[config.mk]
export PLATFORM = sky130hd
export DESIGN_NAME = shared_store_multi_stack
export DESIGN_NICKNAME = d
export VERILOG_FILES = /design/src/hdl/ssms_pkg.sv /design/src/hdl/ssms_cell.sv /design/src/hdl/ssms_cell_row.sv /design/src/hdl/shared_store_multi_stack.sv
export SDC_FILE = /design/constraint.sdc
export NUM_CORES = 2
export LEC_CHECK = 0
export ABC_CLOCK_PERIOD_IN_PS = 7950
export BUFFER_PORTS_ARGS = -buffer_cell sky130_fd_sc_hd__buf_2
export CELL_PAD_IN_SITES_DETAIL_PLACEMENT = 0
export CELL_PAD_IN_SITES_GLOBAL_PLACEMENT = 1
export CORE_ASPECT_RATIO = 1.2
export CORE_MARGIN = 5
export CORE_UTILIZATION = 30
export DETAILED_ROUTE_END_ITERATION = 12
export GPL_ROUTABILITY_DRIVEN = 0
export GPL_TIMING_DRIVEN = 0
export HOLD_SLACK_MARGIN = 0.1
export PLACE_DENSITY_LB_ADDON = 0.2
export SLEW_MARGIN = 20
export SYNTH_ARGS = -nofsm -noshare
export SYNTH_HDL_FRONTEND = slang
export SYNTH_SLANG_ARGS = --single-unit
[constraint.sdc]
create_clock -name clk -period 7.95 [get_ports clk]
set_input_delay 0.3975 -clock clk [delete_from_list [all_inputs] [get_ports clk]]
set_output_delay 0.3975 -clock clk [all_outputs]
set_load 0.01 [all_outputs]
[src/hdl/ssms_pkg.sv]
package ssms_pkg;

    localparam int SSMS_NUM_STACKS    = 16;
    localparam int SSMS_STORE_DEPTH   = 64;
    localparam int SSMS_ELEMENT_WIDTH = 16;

    // wide enough for any slot pointer up to the largest store, plus one
    localparam int PTR_W = 13;

    localparam logic FUNC_PUSH = 1'b0;
    localparam logic FUNC_POP  = 1'b1;

    typedef struct packed {
        logic        func;
        logic [3:0]  stack_index;
        logic [15:0] push_data;
    } cmd_t;

    typedef struct packed {
        logic [15:0] pop_data;
        logic        empty_flag;
        logic        full_flag;
        logic [6:0]  stack_size;
    } rsp_t;

    typedef struct packed {
        logic             shift_up;
        logic             shift_down;
        logic             write;
        logic [PTR_W-1:0] lo;
        logic [PTR_W-1:0] hi;
        logic [PTR_W-1:0] wr_addr;
    } cell_ctrl_t;

    typedef enum logic [1:0] {
        ST_IDLE,
        ST_EVAL,
        ST_SHIFT,
        ST_EXEC
    } state_t;

endpackage

[src/hdl/ssms_cell.sv]
module ssms_cell
    import ssms_pkg::*;
#(
    parameter int IDX           = 0,
    parameter int ELEMENT_WIDTH = SSMS_ELEMENT_WIDTH
)
(
    input  logic                     clk,
    input  cell_ctrl_t               ctrl,
    input  logic [ELEMENT_WIDTH-1:0] wr_data,
    input  logic [ELEMENT_WIDTH-1:0] below,
    input  logic [ELEMENT_WIDTH-1:0] above,
    output logic [ELEMENT_WIDTH-1:0] q
);

    localparam logic [PTR_W-1:0] MY_IDX = PTR_W'(IDX);

    logic [ELEMENT_WIDTH-1:0] q_reg;
    logic [ELEMENT_WIDTH-1:0] q_next;
    logic                     in_range;

    assign in_range = (MY_IDX >= ctrl.lo) && (MY_IDX <= ctrl.hi);

    always_comb
    begin
        q_next = q_reg;
        if (ctrl.write && (ctrl.wr_addr == MY_IDX))
        begin
            q_next = wr_data;
        end
        else if (ctrl.shift_up && in_range)
        begin
            q_next = below;
        end
        else if (ctrl.shift_down && in_range)
        begin
            q_next = above;
        end
    end

    always_ff @(posedge clk)
    begin
        q_reg <= q_next;
    end

    assign q = q_reg;

endmodule

[src/hdl/ssms_cell_row.sv]
module ssms_cell_row
    import ssms_pkg::*;
#(
    parameter int STORE_DEPTH   = SSMS_STORE_DEPTH,
    parameter int ELEMENT_WIDTH = SSMS_ELEMENT_WIDTH,
    localparam int PW           = $clog2(STORE_DEPTH + 1)
)
(
    input  logic                     clk,
    input  cell_ctrl_t               ctrl,
    input  logic [ELEMENT_WIDTH-1:0] wr_data,
    input  logic [PW-1:0]            rd_addr,
    output logic [ELEMENT_WIDTH-1:0] rd_data
);

    logic [ELEMENT_WIDTH-1:0] cell_q [STORE_DEPTH+1];
    logic [ELEMENT_WIDTH-1:0] rd_data_reg;

    for (genvar m = 0; m <= STORE_DEPTH; m++)
    begin : g_cell
        logic [ELEMENT_WIDTH-1:0] below;
        logic [ELEMENT_WIDTH-1:0] above;

        if (m == 0)
        begin : g_first
            assign below = '0;
        end
        else
        begin : g_mid_lo
            assign below = cell_q[m-1];
        end

        if (m == STORE_DEPTH)
        begin : g_last
            assign above = '0;
        end
        else
        begin : g_mid_hi
            assign above = cell_q[m+1];
        end

        ssms_cell #(
            .IDX           (m),
            .ELEMENT_WIDTH (ELEMENT_WIDTH)
        ) u_cell (
            .clk     (clk),
            .ctrl    (ctrl),
            .wr_data (wr_data),
            .below   (below),
            .above   (above),
            .q       (cell_q[m])
        );
    end

    always_ff @(posedge clk)
    begin
        rd_data_reg <= cell_q[rd_addr];
    end

    assign rd_data = rd_data_reg;

endmodule

[src/hdl/shared_store_multi_stack.sv]
// channel | direction | handshake          | payload
// cmd     | in        | cmd_valid/cmd_ready | cmd_t {func, stack_index, push_data}
// rsp     | out       | rsp_valid/rsp_ready | rsp_t {pop_data, empty_flag, full_flag, stack_size}
//
// One item at a time: after accept the item is evaluated (search state), the cell
// row is shifted once when a neighboring stack must be moved, and the result
// register loads in the execute state. The next item is taken only back in idle.
// The shift moves every affected slot at once along the cell row.
// Reset restores the initial bases and tops; store contents are not cleared.
// A stalled result holds the block in its final step; cmd_ready is low until done.
module shared_store_multi_stack
    import ssms_pkg::*;
#(
    parameter int NUM_STACKS    = SSMS_NUM_STACKS,
    parameter int STORE_DEPTH   = SSMS_STORE_DEPTH,
    parameter int ELEMENT_WIDTH = SSMS_ELEMENT_WIDTH
)
(
    input  logic clk,
    input  logic rst_n,
    input  logic cmd_valid,
    output logic cmd_ready,
    input  cmd_t cmd,
    output logic rsp_valid,
    input  logic rsp_ready,
    output rsp_t rsp
);

    localparam int SW = (NUM_STACKS > 1) ? $clog2(NUM_STACKS) : 1;
    localparam int PW = $clog2(STORE_DEPTH + 1);

    state_t state_reg;
    state_t state_next;

    cmd_t             item_reg;
    logic [PW-1:0]    base_reg [NUM_STACKS];
    logic [PW-1:0]    top_reg  [NUM_STACKS];
    logic             up_reg;
    logic             dn_reg;
    logic             full_reg;
    logic [SW-1:0]    slo_reg;
    logic [SW-1:0]    shi_reg;
    logic [PTR_W-1:0] clo_reg;
    logic [PTR_W-1:0] chi_reg;
    rsp_t             rsp_reg;
    rsp_t             rsp_next;
    logic             rsp_valid_reg;

    logic [NUM_STACKS-1:0]    room;
    logic [SW-1:0]            sidx;
    logic [SW-1:0]            i1;
    logic [SW-1:0]            lc1;
    logic                     idx_ok;
    logic                     is_push;
    logic                     rfound;
    logic                     lfound;
    logic [SW-1:0]            rj;
    logic [SW-1:0]            lc;
    logic                     need_shift;
    logic                     proceed;
    logic                     push_ok;
    logic                     pop_empty;
    logic [PW-1:0]            cur_top;
    logic [PW-1:0]            cur_base;
    logic [PW-1:0]            new_size;
    cell_ctrl_t               ctrl;
    logic [ELEMENT_WIDTH-1:0] rd_data;

    assign sidx     = SW'(item_reg.stack_index);
    assign idx_ok   = 32'(item_reg.stack_index) < NUM_STACKS;
    assign is_push  = item_reg.func == FUNC_PUSH;
    assign i1       = sidx + 1'b1;
    assign lc1      = lc + 1'b1;
    assign cur_top  = top_reg[sidx];
    assign cur_base = base_reg[sidx];
    assign proceed  = !rsp_valid_reg || rsp_ready;

    always_comb
    begin
        for (int k = 0; k < NUM_STACKS; k++)
        begin
            if (k < NUM_STACKS - 1)
            begin
                room[k] = top_reg[k] < base_reg[(k + 1) % NUM_STACKS];
            end
            else
            begin
                room[k] = top_reg[k] < PW'(STORE_DEPTH);
            end
        end
    end

    always_comb
    begin
        rfound = 1'b0;
        rj     = '0;
        for (int k = NUM_STACKS - 1; k >= 0; k--)
        begin
            if ((SW'(k) > sidx) && room[k])
            begin
                rfound = 1'b1;
                rj     = SW'(k);
            end
        end
    end

    always_comb
    begin
        lfound = 1'b0;
        lc     = '0;
        for (int k = 0; k < NUM_STACKS; k++)
        begin
            if ((SW'(k) < sidx) && room[k])
            begin
                lfound = 1'b1;
                lc     = SW'(k);
            end
        end
    end

    assign need_shift = is_push && idx_ok && !room[sidx];
    assign push_ok    = is_push && idx_ok && !full_reg;
    assign pop_empty  = cur_top == cur_base;

    always_comb
    begin
        if (push_ok)
        begin
            new_size = cur_top - cur_base + 1'b1;
        end
        else if (!is_push && !pop_empty)
        begin
            new_size = cur_top - cur_base - 1'b1;
        end
        else
        begin
            new_size = cur_top - cur_base;
        end
    end

    always_comb
    begin
        rsp_next = '0;
        if (idx_ok)
        begin
            rsp_next.full_flag  = is_push && full_reg;
            rsp_next.empty_flag = !is_push && pop_empty;
            rsp_next.pop_data   = (!is_push && !pop_empty) ? 16'(rd_data) : 16'd0;
            rsp_next.stack_size = 7'(new_size);
        end
    end

    // next state
    always_comb
    begin
        state_next = state_reg;
        unique case (state_reg)
            ST_IDLE:
            begin
                if (cmd_valid)
                begin
                    state_next = ST_EVAL;
                end
            end
            ST_EVAL:
            begin
                if (need_shift && (rfound || lfound))
                begin
                    state_next = ST_SHIFT;
                end
                else
                begin
                    state_next = ST_EXEC;
                end
            end
            ST_SHIFT:
            begin
                state_next = ST_EXEC;
            end
            ST_EXEC:
            begin
                if (proceed)
                begin
                    state_next = ST_IDLE;
                end
            end
            default:
            begin
                state_next = ST_IDLE;
            end
        endcase
    end

    // outputs
    always_comb
    begin
        cmd_ready = 1'b0;
        ctrl      = '0;
        unique case (state_reg)
            ST_IDLE:
            begin
                cmd_ready = 1'b1;
            end
            ST_EVAL:
            begin
            end
            ST_SHIFT:
            begin
                ctrl.shift_up   = up_reg;
                ctrl.shift_down = dn_reg;
                ctrl.lo         = clo_reg;
                ctrl.hi         = chi_reg;
            end
            ST_EXEC:
            begin
                ctrl.write   = proceed && push_ok;
                ctrl.wr_addr = PTR_W'(cur_top) + 1'b1;
            end
            default:
            begin
            end
        endcase
    end

    always_ff @(posedge clk or negedge rst_n)
    begin
        if (!rst_n)
        begin
            state_reg     <= ST_IDLE;
            up_reg        <= 1'b0;
            dn_reg        <= 1'b0;
            full_reg      <= 1'b0;
            rsp_valid_reg <= 1'b0;
            for (int k = 0; k < NUM_STACKS; k++)
            begin
                base_reg[k] <= PW'((k * STORE_DEPTH) / NUM_STACKS);
                top_reg[k]  <= PW'((k * STORE_DEPTH) / NUM_STACKS);
            end
        end
        else
        begin
            state_reg <= state_next;
            if ((state_reg == ST_EXEC) && proceed)
            begin
                rsp_valid_reg <= 1'b1;
            end
            else if (rsp_valid_reg && rsp_ready)
            begin
                rsp_valid_reg <= 1'b0;
            end
            unique case (state_reg)
                ST_IDLE:
                begin
                end
                ST_EVAL:
                begin
                    up_reg   <= need_shift && rfound;
                    dn_reg   <= need_shift && !rfound && lfound;
                    full_reg <= need_shift && !rfound && !lfound;
                end
                ST_SHIFT:
                begin
                    for (int k = 0; k < NUM_STACKS; k++)
                    begin
                        if ((SW'(k) >= slo_reg) && (SW'(k) <= shi_reg))
                        begin
                            if (up_reg)
                            begin
                                base_reg[k] <= base_reg[k] + 1'b1;
                                top_reg[k]  <= top_reg[k] + 1'b1;
                            end
                            else
                            begin
                                base_reg[k] <= base_reg[k] - 1'b1;
                                top_reg[k]  <= top_reg[k] - 1'b1;
                            end
                        end
                    end
                end
                ST_EXEC:
                begin
                    if (proceed)
                    begin
                        if (push_ok)
                        begin
                            top_reg[sidx] <= cur_top + 1'b1;
                        end
                        else if (idx_ok && !is_push && !pop_empty)
                        begin
                            top_reg[sidx] <= cur_top - 1'b1;
                        end
                    end
                end
                default:
                begin
                end
            endcase
        end
    end

    always_ff @(posedge clk)
    begin
        if (cmd_valid && cmd_ready)
        begin
            item_reg <= cmd;
        end
        if (state_reg == ST_EVAL)
        begin
            if (rfound)
            begin
                slo_reg <= i1;
                shi_reg <= rj;
                clo_reg <= PTR_W'(base_reg[i1]) + PTR_W'(2);
                chi_reg <= PTR_W'(top_reg[rj]) + 1'b1;
            end
            else
            begin
                slo_reg <= lc1;
                shi_reg <= sidx;
                clo_reg <= PTR_W'(base_reg[lc1]);
                chi_reg <= PTR_W'(cur_top) - 1'b1;
            end
        end
        if ((state_reg == ST_EXEC) && proceed)
        begin
            rsp_reg <= rsp_next;
        end
    end

    ssms_cell_row #(
        .STORE_DEPTH   (STORE_DEPTH),
        .ELEMENT_WIDTH (ELEMENT_WIDTH)
    ) u_row (
        .clk     (clk),
        .ctrl    (ctrl),
        .wr_data (ELEMENT_WIDTH'(item_reg.push_data)),
        .rd_addr (cur_top),
        .rd_data (rd_data)
    );

    assign rsp_valid = rsp_valid_reg;
    assign rsp       = rsp_reg;

    a_base0_fixed: assert property (@(posedge clk) disable iff (!rst_n)
        base_reg[0] == '0)
        else $error("stack 0 base moved");

    a_last_top_bound: assert property (@(posedge clk) disable iff (!rst_n)
        top_reg[NUM_STACKS-1] <= PW'(STORE_DEPTH))
        else $error("last stack top beyond store");

    a_shift_then_exec: assert property (@(posedge clk) disable iff (!rst_n)
        state_reg == ST_SHIFT |=> state_reg == ST_EXEC)
        else $error("shift not followed by execute");

    a_flags_exclusive: assert property (@(posedge clk) disable iff (!rst_n)
        rsp_valid_reg |-> !(rsp_reg.full_flag && rsp_reg.empty_flag))
        else $error("full and empty both set");

    a_shift_one_dir: assert property (@(posedge clk) disable iff (!rst_n)
        !(up_reg && dn_reg))
        else $error("shift in both directions");

endmodule
* Yosys cells after proc, flatten, opt, wreduce, memory -nomap -nowiden
Index checks and enable logic that the tools add are counted.
Storage, ports and cells: register bits after elaboration 1361, bits in latches 0, bits in writable memories 0, ROM bits 0, input bits 25, output and inout bits 27, logic and storage cells 1284, memories 0
Operators by class: add/subtract/negate cells 75, multiply operators 0, div/mod/pow operators 0, order comparisons 217, equal/unequal tests 87, shift operators 0, muxes and demuxes 351, bitwise gates (word level) 6, reductions and logical operators 433
Operators with widths (number):
- two-way mux 16 bit | 197
- two-way mux 7 bit | 62
- greater-or-equal comparator 6 x 13 -> 1 bit (first input constant) | 32
- <= comparator 6 x 13 -> 1 bit (first input constant) | 32
- two-way mux 112 bit | 3
- logical AND 1 bit | 323
- == test 8 x 6 -> 1 bit (second input constant) | 32
- adder 7 x 1 -> 7 bit (second input constant) | 34
- subtractor 7 x 1 -> 7 bit (second input constant) | 34
- bitwise mux 112 bit | 2
- case mux 112 bit (2 select lines) | 1
- greater-or-equal comparator 5 x 13 -> 1 bit (first input constant) | 16
- <= comparator 5 x 13 -> 1 bit (first input constant) | 16
- nonzero test 3 bit | 65
- binary-select mux 7 bit (select 4 bit) | 5
- == test 8 x 5 -> 1 bit (second input constant) | 16
- two-way mux 4 bit | 32
- binary-select mux 16 bit (select 7 bit) | 1
- less-than comparator 7 bit | 15
- greater-or-equal comparator 4 x 13 -> 1 bit (first input constant) | 8
- <= comparator 4 x 13 -> 1 bit (first input constant) | 8
- == test 8 x 4 -> 1 bit (second input constant) | 8
- AND reduction 4 bit | 16
- greater-or-equal comparator 3 x 13 -> 1 bit (first input constant) | 4
- other kinds (59) | 207

* Logic depth before layout (Yosys ltp)
depth in word-level cells 24, gate-level depth with buffers 27, depth with buffers taken out 19

* Worst setup path before layout
OpenSTA, ideal clock, no wires.
path type register to register, start register up_reg, end register u_row.g_cell[18].u_cell.q_reg[5] (data pin), setup time 271 ps, arrival 6044 ps, data required time 7679 ps, setup slack 1636 ps, stages on the path, launching flop included 9, path buffers 3, clock period less this slack 6314 ps, path through dfrtp_1 > clkbuf_1 > inv_1 > nor2_1 > clkbuf_1 > nand4_1 > clkbuf_1 > mux2i_1 > a21oi_1
Between the ends: word-level cells in the longest chain between the ends 4
RTL lines:
- start, declared | line shared_store_multi_stack.sv:38 | logic up_reg;
- start signal, assigned | line shared_store_multi_stack.sv:257 | up_reg <= need_shift && rfound;
- two-way mux 2 bit | line shared_store_multi_stack.sv:199 | unique case (state_reg)
- logical AND 1 bit | line ssms_cell.sv:31 | else if (ctrl.shift_up && in_range)
- two-way mux 16 bit | line ssms_cell.sv:31
- two-way mux 16 bit | line ssms_cell.sv:27 | if (ctrl.write && (ctrl.wr_addr == MY_IDX))
- via u_row.g_cell[18].u_cell.q_next[5] | line ssms_cell.sv:19 | logic [ELEMENT_WIDTH-1:0] q_next;
- end signal, assigned | line ssms_cell.sv:43 | q_reg <= q_next;
- end, declared | line ssms_cell.sv:18 | logic [ELEMENT_WIDTH-1:0] q_reg;
The timed path passes the listed nets, and every way through them passes these cells. A chain may end at the register's enable or synchronous reset.

* Worst setup path after layout
start register item_reg, in the netlist sidx[1], end register u_row.g_cell[0].u_cell.q_reg[10] (enable)
Between the ends: word-level cells in the longest chain between the ends 9
RTL lines:
- start, declared | line shared_store_multi_stack.sv:35 | cmd_t item_reg;
- start signal, assigned | line shared_store_multi_stack.sv:305 | item_reg <= cmd;
- NOT 4 -> 5 bit (not written as such) | line shared_store_multi_stack.sv:74 | assign cur_top = top_reg[sidx];
- binary-select mux 7 bit (select 4 bit) | line shared_store_multi_stack.sv:74
- two-way mux 7 bit (not written as such) (2 in series) | line shared_store_multi_stack.sv:74
- adder 7 x 1 -> 8 bit | line shared_store_multi_stack.sv:217 | ctrl.wr_addr = PTR_W'(cur_top) + 1'b1;
- two-way mux 8 bit | line shared_store_multi_stack.sv:199
- zero test 13 bit | line ssms_cell.sv:27
- logical AND 1 bit | line ssms_cell.sv:27
- nonzero test 3 bit (no source line)
- end signal, assigned | line ssms_cell.sv:43
- end, declared | line ssms_cell.sv:18
Every way passes these cells. The select of a mux whose other input is x is not followed.

==> results.toml <==
[status]
outcome = "completed"

[die]
die_h_um = 614
rows = 221
die-area_um2 = 315000
fp.coreArea_um2 = 302000
start_util = 0.301
die_x_um = 513
pin_count = 52

[setup_path]
startpoint_type = "register"
cp_common_cell = "buf_2"
cp_slowest_cell = "nor4_1"
path_cells = "buf_2, inv_1, buf_2, o211ai_1, o221ai_1, nand2_1, o21a_1, buf_2, clkbuf_2, buf_4, ha_1, nor4_1, nand2_1, nor2_1, buf_2, and2_1, buf_2, a31oi_2, buf_2, nand2_2"
critPathRequiredTime_ns = 8.42
crit_type = "register to register"
cpPeakStageDelay_ns = 0.69
cp.arrival_ns = 8.34
path_max_fanout = 19
end_kind = "register"
rrSetupSlack_ns = 0.09

[sta]
layout_min_cycle_time_ns = 7.86
setup_viol = 0
worst_pin_slew_ns = 1.31
slew-limit-headroom = 0.127
finalWorstSetupSlack_ns = 0.0874
fmax_mhz = 127
final_hold_viol_count = 0
whs_ns = 0.0991
drv_slew = 0
period_share = 0.989
rsz0062_at_grt = "no"
tns_ns = 0
finClkSkew_ns = 0.109

[routing]
drt_first_pass_iters = 6
routed_wl_um = 434000
wl_per_cell_um = 32.5
drt_first_iter_violations = 8613
drcViolationCount = 0
num_vias = 77073
viasPerCell = 5.76
ant_nets = 0

[yosys]
syn-instance-count = 8858
synth_common_cells = "a21oi_1, edfxtp_1, nor2_1"
ys_warn_count = 0
synth_edf_count = 1111
synth-seq-area-share = 0.434
syn_nets = 9187
yosys-top-cells-area = "edfxtp_1, mux2i_1, mux4_2"
synth_area_per_cell_um2 = 10.3
synth_top_area_share = 0.366
synth-main-ff-cell = "edfxtp_1"
netlist_area_um2 = 91100
async_flop_share = 0.169
synth_largest_area_cell = "edfxtp_1"
synth_seq_cells = 1357
ys_types = 103
synth.most_common_cell = "a21oi_1"

[placement]
dp_cells = 13023
dpl.hpwl_um = 348000
port_buffers = 51
dp_slack_ns = -0.944

[power_and_ir_drop]
pwr-share-clk = 0.175
ir_worst_vdd_v = 0.000355
power_frac_seq = 0.256
power_frac_comb = 0.569
p_int_mw = 23.1
p_switching_mw = 22.1
p_per_area_nw_per_um2 = 434
p_leak_nw = 38.4
totalPowerFinal_mw = 45.2
p_sw_frac = 0.489

[clocking]
cts_setup_buffers = 0
cts_max_level = 4
clkTransAtPathRegs_ns = 0.06
ctsRootBufferMaster = "clkbuf_16"
clk_latency_ns = 0.90
cts_buffers = 176
numClockSinks = 1357
cts_buffer_depth = 4
cts_tree = "done"

[grt]
grt_pass1_vias = 75955
grt_max_degree = 99
grt_pass1_wl_um = 602000
antenna_found_initial = 26
overflow = 0
grt_use_total = 0.267

[final_layout]
regArea_um2 = 39500
drive_above_1_share = 0.126
fin_nets = 9538
area_growth_pct = 14.1
largest_reg_flops = 1040
fill_cells = 30663
multiInputGateArea_um2 = 48300
stdcell_count = 13370

[min_path]
min_path_type = "primary input to asynchronous set/reset pin"

[run]
cap_violations = 0
power by group through the flow:
stage	clock [mW]	sequential (mW)	combinational (mW)
after floorplan	0	10.3	15.9
after global placement	0	11.6	24.4
after detailed placement	0	11.6	24.9
after CTS	8.03	11.5	25.1
after global routing	8.30	11.6	27.0
final	7.90	11.6	25.7
worst max-delay path: cells and delay by family, from the launching register on:
| kind | cells | cell delay, ns |
|---|---|---|
| AO/OA/AOI/OAI | 4 | 0.95 |
| AND/OR/NAND/NOR | 6 | 2.15 |
| flip-flops | 1 | 0.55 |
| adder cells (fa/ha/maj) | 1 | 0.41 |
| buffers and inverters | 9 | 3.35 |
per-stage QoR:
step,utilization,cell area [µm²]
3_3_place_gp,0.319,96400
6_report,0.344,104000
5_1_grt,0.344,104000
2_1_floorplan,-,91100
4_1_cts,0.344,104000
3_5_place_dp,0.325,98200
layout by cell type (no fill, tap or decap), types with 89 or more instances in the layout:
cell type  Yosys  layout
nor2_1      1105    1099
nand2_1      767     765
a21oi_1     1249    1249
a21o_1       156     156
dfrtp_1      166     166
xnor2_1      166     160
buf_2         97     157
edfxtp_1    1111    1111
mux2i_1     1038    1038
mux4_2       335     335
nand3_1      139     139
clkbuf_16      0     177
ha_1         271     270
nor3_1        96      89
o21ai_0      389     339
o221ai_1      95      95
o21a_1        96      96
clkbuf_1     519     505
inv_1        208     207
path summary, 6_finish.rpt:
path | startpoint | cells past startpoint | to
max in group asynchronous | rst_n | 3 | top_reg[5]$_DFFE_PN1P_
max | sidx[1]$_DFFE_PP_ | 20 | u_row.g_cell[0].u_cell.q[10]$_DFFE_PP_
min in group clk | cmd[0] | 2 | item_reg[0]$_DFFE_PP_
min | rst_n | 2 | base_reg[82]$_DFFE_PN0P_
min reg2reg | rsp_valid$_DFFE_PN0P_ | 2 | rsp_valid$_DFFE_PN0P_
max reg2reg | sidx[1]$_DFFE_PP_ | 20 | u_row.g_cell[0].u_cell.q[10]$_DFFE_PP_
what timing repair did:
item	in CTS	in global routing
hold buffers	24	0
hold endpoints to repair	111	0
setup endpoints to repair	769	41
resized for setup	12	3
pin swaps	0	0
cell type report:
class,instances,area share
multi-input combinational,6590,0.465
buffer,693,0.0286
clock inverter,92,0.00720
inverter,216,0.00787
antenna,14,0.000337
sequential,1357,0.380
timing repair buffer,175,0.0180
tap,4014,0.0483
clock buffer,219,0.0448
routing by layer:
| metal | up-vias | GRT usage | wire (µm) |
|---|---|---|---|
| met3 | 989 | 0.0383 | 27200 |
| met5 | - | 0 | 75 |
| met4 | 12 | 0.168 | 33400 |
| met1 | 38900 | 0.317 | 166000 |
| met2 | 3567 | 0.454 | 208000 |
| li1 | 33605 | - | - |
kinds of logic after synthesis:
family,after synthesis,synth area share
compound gates,2331,0.151
simple gates,2298,0.104
mux,1414,0.202
flops,1357,0.434
buf+inv,911,0.0407
fa+ha+maj,304,0.0445
xor+xnor,243,0.0237
Note: power is estimated with default switching activity, not from simulation.
